$ cat src/rtl/pmaqi_pkg.sv
`timescale 1ns / 1ps

package pmaqi_pkg;

   localparam int CONC_W     = 16;
   localparam int CX_W       = 20;
   localparam int CLIP_W     = 13;
   localparam int OFF_W      = 11;
   localparam int DEN_W      = 11;
   localparam int DI_W       = 7;
   localparam int IDX_W      = 9;
   localparam int DVD_W      = 19;
   localparam int DSR_W      = DEN_W + 1;
   localparam int QUO_W      = 7;
   localparam int BAND_N     = 7;
   localparam int BAND_IDX_W = 3;
   localparam int LEVEL_W    = 3;

   localparam logic [IDX_W-1:0] INDEX_CAP              = 9'd500;
   localparam logic [IDX_W-1:0] LEVEL_GOOD_MAX         = 9'd50;
   localparam logic [IDX_W-1:0] LEVEL_MODERATE_MAX     = 9'd100;
   localparam logic [IDX_W-1:0] LEVEL_SENSITIVE_MAX    = 9'd150;
   localparam logic [IDX_W-1:0] LEVEL_UNHEALTHY_MAX    = 9'd200;
   localparam logic [IDX_W-1:0] LEVEL_VERY_UNHEALTHY_MAX = 9'd300;

   typedef enum logic {
      POL_FINE   = 1'b0,
      POL_COARSE = 1'b1
   } pollutant_type;

   typedef enum logic [LEVEL_W-1:0] {
      LVL_GOOD           = 3'd0,
      LVL_MODERATE       = 3'd1,
      LVL_SENSITIVE      = 3'd2,
      LVL_UNHEALTHY      = 3'd3,
      LVL_VERY_UNHEALTHY = 3'd4,
      LVL_HAZARDOUS      = 3'd5
   } level_type;

   typedef struct packed {
      logic [CLIP_W-1:0] lo;
      logic [CLIP_W-1:0] hi;
      logic [DEN_W-1:0]  den;
      logic [IDX_W-1:0]  il;
      logic [DI_W-1:0]   di;
   } band_type;

   typedef struct packed {
      logic              tag;
      logic [DVD_W-1:0]  dvd;
      logic [DSR_W-1:0]  dsr;
      logic [IDX_W-1:0]  base;
   } div_req_type;

   typedef struct packed {
      logic              tag;
      logic [IDX_W-1:0]  base;
      logic [QUO_W-1:0]  quo;
   } div_rsp_type;

   // concentration bounds in tenths of ug/m3
   localparam band_type BAND_TBL [2][BAND_N] = '{
      '{
         '{13'd0,    13'd120,  11'd120,  9'd0,   7'd50},
         '{13'd121,  13'd354,  11'd233,  9'd51,  7'd49},
         '{13'd355,  13'd554,  11'd199,  9'd101, 7'd49},
         '{13'd555,  13'd1504, 11'd949,  9'd151, 7'd49},
         '{13'd1505, 13'd2504, 11'd999,  9'd201, 7'd99},
         '{13'd2505, 13'd3504, 11'd999,  9'd301, 7'd99},
         '{13'd3505, 13'd5004, 11'd1499, 9'd401, 7'd99}
      },
      '{
         '{13'd0,    13'd540,  11'd540,  9'd0,   7'd50},
         '{13'd550,  13'd1540, 11'd990,  9'd51,  7'd49},
         '{13'd1550, 13'd2540, 11'd990,  9'd101, 7'd49},
         '{13'd2550, 13'd3540, 11'd990,  9'd151, 7'd49},
         '{13'd3550, 13'd4240, 11'd690,  9'd201, 7'd99},
         '{13'd4250, 13'd5040, 11'd790,  9'd301, 7'd99},
         '{13'd5050, 13'd6040, 11'd990,  9'd401, 7'd99}
      }
   };

endpackage

$ cat src/rtl/pmaqi_div.sv
`timescale 1ns / 1ps

module pmaqi_div
   import pmaqi_pkg::*;
(
   input  logic        clock,
   input  logic        reset,
   input  logic        in_valid,
   output logic        in_ready,
   input  div_req_type in_req,
   output logic        out_valid,
   input  logic        out_ready,
   output div_rsp_type out_rsp
);

   logic [QUO_W-1:0] valid_ff;
   logic [QUO_W:0]   ready;

   logic [DVD_W-1:0] rem_ff  [QUO_W];
   logic [DSR_W-1:0] dsr_ff  [QUO_W];
   logic [IDX_W-1:0] base_ff [QUO_W];
   logic [QUO_W-1:0] quo_ff  [QUO_W];
   logic [QUO_W-1:0] tag_ff;

   logic [QUO_W-1:0] src_valid;
   logic [QUO_W-1:0] src_tag;
   logic [DVD_W-1:0] src_rem  [QUO_W];
   logic [DSR_W-1:0] src_dsr  [QUO_W];
   logic [IDX_W-1:0] src_base [QUO_W];
   logic [QUO_W-1:0] src_quo  [QUO_W];
   logic [DVD_W-1:0] trial    [QUO_W];
   logic [QUO_W-1:0] fits;
   logic [DVD_W-1:0] rem_in   [QUO_W];
   logic [QUO_W-1:0] quo_in   [QUO_W];

   always_comb begin
      ready[QUO_W] = out_ready;
      for (int j = QUO_W - 1; j >= 0; j--) begin
         ready[j] = !valid_ff[j] || ready[j+1];
      end
   end

   assign in_ready = ready[0];

   always_comb begin
      src_valid[0] = in_valid;
      src_tag[0]   = in_req.tag;
      src_rem[0]   = in_req.dvd;
      src_dsr[0]   = in_req.dsr;
      src_base[0]  = in_req.base;
      src_quo[0]   = '0;
      for (int j = 1; j < QUO_W; j++) begin
         src_valid[j] = valid_ff[j-1];
         src_tag[j]   = tag_ff[j-1];
         src_rem[j]   = rem_ff[j-1];
         src_dsr[j]   = dsr_ff[j-1];
         src_base[j]  = base_ff[j-1];
         src_quo[j]   = quo_ff[j-1];
      end
   end

   // one quotient bit per stage, most significant first
   always_comb begin
      for (int j = 0; j < QUO_W; j++) begin
         trial[j]  = DVD_W'(src_dsr[j]) << (QUO_W - 1 - j);
         fits[j]   = src_rem[j] >= trial[j];
         rem_in[j] = fits[j] ? (src_rem[j] - trial[j]) : src_rem[j];
         quo_in[j] = src_quo[j] | (QUO_W'(fits[j]) << (QUO_W - 1 - j));
      end
   end

   always_ff @(posedge clock) begin
      if (reset) begin
         valid_ff <= '0;
      end else begin
         for (int j = 0; j < QUO_W; j++) begin
            if (ready[j]) begin
               valid_ff[j] <= src_valid[j];
            end
         end
      end
   end

   always_ff @(posedge clock) begin
      for (int j = 0; j < QUO_W; j++) begin
         if (ready[j] && src_valid[j]) begin
            rem_ff[j]  <= rem_in[j];
            dsr_ff[j]  <= src_dsr[j];
            base_ff[j] <= src_base[j];
            quo_ff[j]  <= quo_in[j];
            tag_ff[j]  <= src_tag[j];
         end
      end
   end

   assign out_valid    = valid_ff[QUO_W-1];
   assign out_rsp.tag  = tag_ff[QUO_W-1];
   assign out_rsp.base = base_ff[QUO_W-1];
   assign out_rsp.quo  = quo_ff[QUO_W-1];

endmodule

$ cat src/rtl/pmaqi_lane.sv
`timescale 1ns / 1ps

module pmaqi_lane
   import pmaqi_pkg::*;
(
   input  logic              clock,
   input  logic              reset,
   input  pollutant_type     sel,
   input  logic              in_valid,
   output logic              in_ready,
   input  logic [CONC_W-1:0] in_conc,
   input  logic              in_tag,
   output logic              out_valid,
   input  logic              out_ready,
   output div_rsp_type       out_rsp
);

   logic [CX_W-1:0]       conc_x10;
   logic [CLIP_W-1:0]     c_low;
   logic [CLIP_W-1:0]     band_lo;
   logic [CLIP_W-1:0]     diff;

   logic                  s1_top_in;
   logic [BAND_IDX_W-1:0] s1_band_in;
   logic [OFF_W-1:0]      s1_off_in;

   logic                  s1_valid_ff;
   logic                  s1_top_ff;
   logic [BAND_IDX_W-1:0] s1_band_ff;
   logic [OFF_W-1:0]      s1_off_ff;
   logic                  s1_tag_ff;

   band_type              entry;
   logic [DVD_W-1:0]      prod;
   div_req_type           s2_req_in;
   logic                  s2_valid_ff;
   div_req_type           s2_req_ff;

   logic                  s1_ready;
   logic                  s2_ready;
   logic                  div_ready;

   // band search on the concentration in tenths
   always_comb begin
      conc_x10   = ({{(CX_W-CONC_W){1'b0}}, in_conc} << 3)
                 + ({{(CX_W-CONC_W){1'b0}}, in_conc} << 1);
      s1_top_in  = conc_x10 >= CX_W'(BAND_TBL[sel][BAND_N-1].hi);
      s1_band_in = BAND_IDX_W'(BAND_N - 1);
      for (int k = BAND_N - 1; k >= 0; k--) begin
         if (conc_x10 <= CX_W'(BAND_TBL[sel][k].hi)) begin
            s1_band_in = BAND_IDX_W'(k);
         end
      end
      c_low     = conc_x10[CLIP_W-1:0];
      band_lo   = BAND_TBL[sel][s1_band_in].lo;
      diff      = c_low - band_lo;
      s1_off_in = (c_low > band_lo) ? diff[OFF_W-1:0] : '0;
   end

   // dividend 2*di*off + den over divisor 2*den; zero dividend at or above the top bound
   always_comb begin
      entry          = BAND_TBL[sel][s1_band_ff];
      prod           = DVD_W'(entry.di) * DVD_W'(s1_off_ff);
      s2_req_in.tag  = s1_tag_ff;
      s2_req_in.dsr  = {entry.den, 1'b0};
      s2_req_in.dvd  = s1_top_ff ? '0 : ((prod << 1) + DVD_W'(entry.den));
      s2_req_in.base = s1_top_ff ? INDEX_CAP : entry.il;
   end

   assign s2_ready = !s2_valid_ff || div_ready;
   assign s1_ready = !s1_valid_ff || s2_ready;
   assign in_ready = s1_ready;

   always_ff @(posedge clock) begin
      if (reset) begin
         s1_valid_ff <= 1'b0;
         s2_valid_ff <= 1'b0;
      end else begin
         if (s1_ready) begin
            s1_valid_ff <= in_valid;
         end
         if (s2_ready) begin
            s2_valid_ff <= s1_valid_ff;
         end
      end
   end

   always_ff @(posedge clock) begin
      if (s1_ready && in_valid) begin
         s1_top_ff  <= s1_top_in;
         s1_band_ff <= s1_band_in;
         s1_off_ff  <= s1_off_in;
         s1_tag_ff  <= in_tag;
      end
      if (s2_ready && s1_valid_ff) begin
         s2_req_ff <= s2_req_in;
      end
   end

   pmaqi_div u_div (
      .clock     (clock),
      .reset     (reset),
      .in_valid  (s2_valid_ff),
      .in_ready  (div_ready),
      .in_req    (s2_req_ff),
      .out_valid (out_valid),
      .out_ready (out_ready),
      .out_rsp   (out_rsp)
   );

endmodule

$ cat src/rtl/pmaqi_merge.sv
`timescale 1ns / 1ps

module pmaqi_merge
   import pmaqi_pkg::*;
(
   input  logic               clock,
   input  logic               reset,
   input  logic               in_valid,
   output logic               in_ready,
   input  div_rsp_type        fine_rsp,
   input  div_rsp_type        coarse_rsp,
   output logic               rsp_valid,
   input  logic               rsp_stall,
   output logic [IDX_W-1:0]   rsp_index_pm25,
   output logic [IDX_W-1:0]   rsp_index_pm10,
   output logic [IDX_W-1:0]   rsp_index_overall,
   output logic [LEVEL_W-1:0] rsp_band_level,
   output logic               rsp_index_valid
);

   logic [IDX_W-1:0] fine_in;
   logic [IDX_W-1:0] coarse_in;
   logic [IDX_W-1:0] overall_in;
   level_type        level_in;

   logic             valid_ff;
   logic [IDX_W-1:0] fine_ff;
   logic [IDX_W-1:0] coarse_ff;
   logic [IDX_W-1:0] overall_ff;
   level_type        level_ff;
   logic             flag_ff;

   always_comb begin
      fine_in    = fine_rsp.base + IDX_W'(fine_rsp.quo);
      coarse_in  = coarse_rsp.base + IDX_W'(coarse_rsp.quo);
      overall_in = (fine_in >= coarse_in) ? fine_in : coarse_in;
      priority if (overall_in <= LEVEL_GOOD_MAX) begin
         level_in = LVL_GOOD;
      end else if (overall_in <= LEVEL_MODERATE_MAX) begin
         level_in = LVL_MODERATE;
      end else if (overall_in <= LEVEL_SENSITIVE_MAX) begin
         level_in = LVL_SENSITIVE;
      end else if (overall_in <= LEVEL_UNHEALTHY_MAX) begin
         level_in = LVL_UNHEALTHY;
      end else if (overall_in <= LEVEL_VERY_UNHEALTHY_MAX) begin
         level_in = LVL_VERY_UNHEALTHY;
      end else begin
         level_in = LVL_HAZARDOUS;
      end
   end

   assign in_ready = !valid_ff || !rsp_stall;

   always_ff @(posedge clock) begin
      if (reset) begin
         valid_ff <= 1'b0;
      end else if (in_ready) begin
         valid_ff <= in_valid;
      end
   end

   always_ff @(posedge clock) begin
      if (in_ready && in_valid) begin
         fine_ff    <= fine_in;
         coarse_ff  <= coarse_in;
         overall_ff <= overall_in;
         level_ff   <= level_in;
         flag_ff    <= fine_rsp.tag;
      end
   end

   assign rsp_valid         = valid_ff;
   assign rsp_index_pm25    = fine_ff;
   assign rsp_index_pm10    = coarse_ff;
   assign rsp_index_overall = overall_ff;
   assign rsp_band_level    = level_ff;
   assign rsp_index_valid   = flag_ff;

endmodule

$ cat src/rtl/pm_aqi_breakpoint_index_top.sv
// Path: an accepted req item passes lane stages s1 and s2, the divider stages and the merge register.
// Throughput: one item per cycle when nothing stalls; both lanes run side by side,
// and each divider resolves one quotient bit per stage over 7 pipelined stages.
// Stalls ripple back stage by stage, so empty stages keep taking items.
// Reset: synchronous, active high; clears every stage valid, no rsp item pending.
`timescale 1ns / 1ps

module pm_aqi_breakpoint_index_top
   import pmaqi_pkg::*;
(
   input  logic               clock,
   input  logic               reset,
   input  logic               req_valid,
   output logic               req_stall,
   input  logic [CONC_W-1:0]  req_pm25_conc,
   input  logic [CONC_W-1:0]  req_pm10_conc,
   input  logic               req_sensor_connected,
   output logic               rsp_valid,
   input  logic               rsp_stall,
   output logic [IDX_W-1:0]   rsp_index_pm25,
   output logic [IDX_W-1:0]   rsp_index_pm10,
   output logic [IDX_W-1:0]   rsp_index_overall,
   output logic [LEVEL_W-1:0] rsp_band_level,
   output logic               rsp_index_valid
);

   logic        fine_ready;
   logic        coarse_ready;
   logic        fine_valid;
   logic        coarse_valid;
   logic        lane_valid;
   logic        merge_ready;
   div_rsp_type fine_rsp;
   div_rsp_type coarse_rsp;

   assign req_stall  = !(fine_ready && coarse_ready);
   assign lane_valid = req_valid && !req_stall;

   pmaqi_lane u_lane_fine (
      .clock     (clock),
      .reset     (reset),
      .sel       (POL_FINE),
      .in_valid  (lane_valid),
      .in_ready  (fine_ready),
      .in_conc   (req_pm25_conc),
      .in_tag    (req_sensor_connected),
      .out_valid (fine_valid),
      .out_ready (merge_ready && coarse_valid),
      .out_rsp   (fine_rsp)
   );

   pmaqi_lane u_lane_coarse (
      .clock     (clock),
      .reset     (reset),
      .sel       (POL_COARSE),
      .in_valid  (lane_valid),
      .in_ready  (coarse_ready),
      .in_conc   (req_pm10_conc),
      .in_tag    (req_sensor_connected),
      .out_valid (coarse_valid),
      .out_ready (merge_ready && fine_valid),
      .out_rsp   (coarse_rsp)
   );

   pmaqi_merge u_merge (
      .clock             (clock),
      .reset             (reset),
      .in_valid          (fine_valid && coarse_valid),
      .in_ready          (merge_ready),
      .fine_rsp          (fine_rsp),
      .coarse_rsp        (coarse_rsp),
      .rsp_valid         (rsp_valid),
      .rsp_stall         (rsp_stall),
      .rsp_index_pm25    (rsp_index_pm25),
      .rsp_index_pm10    (rsp_index_pm10),
      .rsp_index_overall (rsp_index_overall),
      .rsp_band_level    (rsp_band_level),
      .rsp_index_valid   (rsp_index_valid)
   );

endmodule

$ cat config.mk
export PLATFORM = sky130hd
export DESIGN_NAME = pm_aqi_breakpoint_index_top
export DESIGN_NICKNAME = d
export VERILOG_FILES = /design/src/rtl/pmaqi_pkg.sv /design/src/rtl/pmaqi_div.sv /design/src/rtl/pmaqi_lane.sv /design/src/rtl/pmaqi_merge.sv /design/src/rtl/pm_aqi_breakpoint_index_top.sv
export SDC_FILE = /design/constraint.sdc
export NUM_CORES = 1
export LEC_CHECK = 0
export BUFFER_PORTS_ARGS = -buffer_cell sky130_fd_sc_hd__buf_2
export CAP_MARGIN = 15
export CELL_PAD_IN_SITES_DETAIL_PLACEMENT = 1
export CELL_PAD_IN_SITES_GLOBAL_PLACEMENT = 1
export CORE_ASPECT_RATIO = 0.6
export CORE_MARGIN = 2
export CORE_UTILIZATION = 30
export CTS_CLUSTER_DIAMETER = 60
export DETAILED_ROUTE_END_ITERATION = 16
export PLACE_DENSITY = 0.58
export SLEW_MARGIN = 40
export SYNTH_ARGS = -nofsm -noshare
export SYNTH_HDL_FRONTEND = slang
export SYNTH_SLANG_ARGS = --single-unit
$ cat constraint.sdc
create_clock -name clock -period 5.9 [get_ports clock]
set_clock_uncertainty 0.2 [all_clocks]
set_input_delay 0.59 -clock clock [delete_from_list [all_inputs] [get_ports clock]]
set_output_delay 0.59 -clock clock [all_outputs]
set_load 0.02 [all_outputs]
==> metrics <==
status=complete, no violations; die area=126300 µm²; gr usage total=13.70%; layout cells sized above 1=12.29%; FF-to-FF path depth=17; EDFF count, synth=633; initial antenna violation count=7; Synth Cell Area=37030 µm²; dpl ws=-0.2822 ns; Worst Slack Setup Final=0.3081 ns; Root Driver=clkbuf_16; Syn Nets=3629; Final Hold Fails=0; hold depth=1; routability congestion estimate=0.7919; Hold-fix buffers, CTS=0; Final Critical Period=5.592 ns; register bit total from synthesis=652; Inst Count DP=4996; Critical Path AT=5.77 ns; HP Start=req_sensor_connected; Top Family by Delay on Critical Path=compound AO/OA/AOI/OAI gates; Area Overhead vs Synth=16.25%; R2R setup slack=0.35 ns; core area=122000 µm²; Hold EP=u_lane_fine.s1_tag_ff$_DFFE_PP_; WP buf/inv=3; Main synth FF type=edfxtp_1; Max-slew headroom=42.81%; Clock Pin Slew Worst Setup and Hold Paths=0.06 ns; TritonRoute pass-1 iters=5; critical path's most frequent cell=ha_1; drt wl/cell=16.98 µm; htree depth=3; detailed-route DRC error count=0; worst vdd ir=315.3 µV; ANT cells=0; Die Wd=457.5 µm; final wirelength=87.00 mm; Mapped Cells=3208; Num CTS Buffers=67; Netlist cell types=81; final non-filler cell total=5122; Max stage delay on crit path=0.32 ns; worst slew pin tran=0.8362 ns; # IOs=70; MaxCap Viol Count=0; port buffer count=69; P per Cell Area=376.9 nW/µm²; Worst Setup SP=req_pm25_conc[1]; HP Class=in2reg; first-pass GRT wire length=139.4 mm; std cell rows=99; Starting Density=30.35%; r2r endpoint=u_lane_fine.s2_req_ff[39]$_SDFFCE_PP0P_; Final Max Tran Viols=0; CP Data Required Time=6.08 ns; Crit-path slowest cell=a211o_1; vias in the first global route=24370; sequential share of the synthesized area=52.37%; hold slack=0.04855 ns; Via Count=24000; syn avg cell area=11.54 µm²; worst-skew pair later-pin latency=0.64 ns; Max clock buf depth=3; Clock Sinks=652; Fillers=13320; CP Launch Type=input pin; asr flop ratio synth=0%; static leakage=16.73 nW; fmax=178.8 MHz; fin nets=3872; CP max FO=11; Vias per Instance=4.685; Setup Crit Path Kind=in2reg; drt initial violations=1253; Final ANT Viol Nets=0; CTS tree=done; part of the cycle the worst path needs=94.78%; Yosys Warn Count=0; grt ovf=0; crit end category=flop; reg-to-reg startpoint=u_lane_fine.s1_band_ff[2]$_DFFE_PP_; RSZ-0062 raised after global routing=false; Die H=276.1 µm; largest net degree at the start of global routing=45; Setup Viol. Count Final=0; dpl hpwl=69.04 mm
==> placed cells by master (no fill, tap or decap), drive strengths merged, types with 19 or more instances in the layout <==
cell,instances
edfxtp,633
inv,325
ha,323
nor2,243
buf,225
nand2,198
a21oi,185
o21ai,161
xnor2,116
nor2b,98
clkbuf,84
xor2,67
nor3,63
a21o,61
fa,61
nand3,57
and2,49
o21a,46
mux2,33
nand2b,33
a21boi,31
nand4,29
nor4,25
or3,23
clkinv,23
mux2i,22
o211ai,21
o31ai,21
dfxtp,19
a31oi,19
==> where the power goes <==
part / leakage, nW / internal, mW / total, mW / switching, mW
clock: 1.13 / 2.63 / 4.53 / 1.90
sequential: 5.78 / 5.38 / 5.53 / 0.154
combinational: 9.82 / 2.71 / 6.16 / 3.45
==> how the worst max path moves through the flow <==
stage | end | cells after the start | slack [ns]
after detailed placement | u_lane_coarse.s1_off_ff[10]$_SDFFCE_PP0P_ | 25 | -0.28
after CTS | u_lane_coarse.s2_req_ff[39]$_SDFFCE_PP0P_ | 19 | 0.18
after floorplan | u_lane_fine.s1_off_ff[4]$_SDFFCE_PP0P_ | 26 | 0.003
after global placement | u_lane_coarse.s1_off_ff[8]$_SDFFCE_PP0P_ | 26 | -0.15
final | u_lane_fine.s1_off_ff[1]$_SDFFCE_PP0P_ | 26 | 0.31
after global routing | u_lane_coarse.s1_off_ff[10]$_SDFFCE_PP0P_ | 24 | 0.01
==> Yosys cell counts (9+ instances only) <==
cell / count / area (µm²)
edfxtp_1: 633 / 19010
ha_1: 323 / 4041
inv_1: 320 / 1201
nor2_1: 242 / 908.4
nand2_1: 198 / 743.2
a21oi_1: 184 / 920.9
o21ai_0: 157 / 785.8
xnor2_1: 116 / 1016
nor2b_1: 98 / 613.1
xor2_1: 67 / 586.8
nor3_1: 62 / 310.3
a21o_1: 61 / 457.9
fa_1: 61 / 1221
nand3_1: 57 / 285.3
and2_1: 49 / 306.5
o21a_1: 46 / 345.3
clkbuf_1: 43 / 161.4
mux2_2: 33 / 371.6
nand2b_1: 33 / 206.5
a21boi_0: 30 / 225.2
nand4_1: 29 / 181.4
nor4_1: 25 / 156.4
or3_1: 23 / 143.9
mux2i_1: 22 / 220.2
o211ai_1: 21 / 157.7
o31ai_1: 21 / 157.7
dfxtp_1: 19 / 380.4
a31oi_1: 18 / 112.6
and3_1: 17 / 106.4
o21bai_1: 16 / 120.1
a211oi_1: 14 / 105.1
or2_2: 14 / 87.58
nor3b_1: 11 / 82.58
or4_1: 9 / 67.56
==> cell type report <==
class / instances / area (µm²) / area share, %
inverters: 321 / 1205 / 2.799
repair buffers: 225 / 1640 / 3.811
flip-flops and latches: 652 / 19390 / 45.05
multi-input cells: 2184 / 16440 / 38.20
clock buffers: 84 / 1824 / 4.238
well taps: 1616 / 2022 / 4.698
clock inverters: 40 / 520.5 / 1.209
==> sequential cells by signal, indices dropped and copies added (netlist names), 10 cells and up <==
name	cells
u_lane_fine.u_div.rem_ff	111
u_lane_coarse.u_div.rem_ff	102
u_lane_coarse.u_div.base_ff	63
u_lane_fine.u_div.base_ff	60
u_lane_fine.u_div.dsr_ff	60
u_lane_coarse.u_div.dsr_ff	42
u_lane_fine.s2_req_ff	38
u_lane_coarse.s2_req_ff	33
u_lane_coarse.u_div.quo_ff	28
u_lane_fine.u_div.quo_ff	28
u_lane_fine.s1_off_ff	11
u_lane_coarse.s1_off_ff	10
==> repair_timing <==
action | in CTS | in global routing
endpoints found under the hold margin | 0 | 0
gates resized for setup | 0 | 5
setup endpoints to repair | 0 | 13
setup buffers | 0 | 1
==> cell families after synthesis <==
family / synth area share [%]
AO/OA/AOI/OAI: 11.37
XOR/XNOR: 4.329
adder cells (fa/ha/maj): 14.21
buffers and inverters: 3.808
flip-flops: 52.37
multiplexers: 1.598
AND/OR/NAND/NOR: 12.31
==> per-layer routing <==
| layer | wire (µm) | GRT usage, % | up-vias |
|---|---|---|---|
| met1 | 50840 | 22.89 | 11490 |
| met4 | 1357 | 2.691 | 10 |
| met3 | 3246 | 2.704 | 106 |
| met2 | 31500 | 17.55 | 259 |
| li1 | - | - | 12130 |
| met5 | 54 | 0 | - |
==> metrics by stage <==
| stage | cell area (µm²) | power (mW) | TNS, ns | utilization, % |
|---|---|---|---|---|
| 3_3_place_gp | 40430 | 11.65 | -1.822 | 33.14 |
| 5_1_grt | 43040 | 17.42 | 0 | 35.28 |
| 2_1_floorplan | 37060 | 10.09 | 0 | - |
| 6_report | 43040 | 16.22 | 0 | 35.28 |
| 4_1_cts | 43000 | 16.40 | 0 | 35.24 |
| 3_5_place_dp | 40650 | 11.75 | -5.081 | 33.32 |
Note: power is estimated with default switching activity, not from simulation.
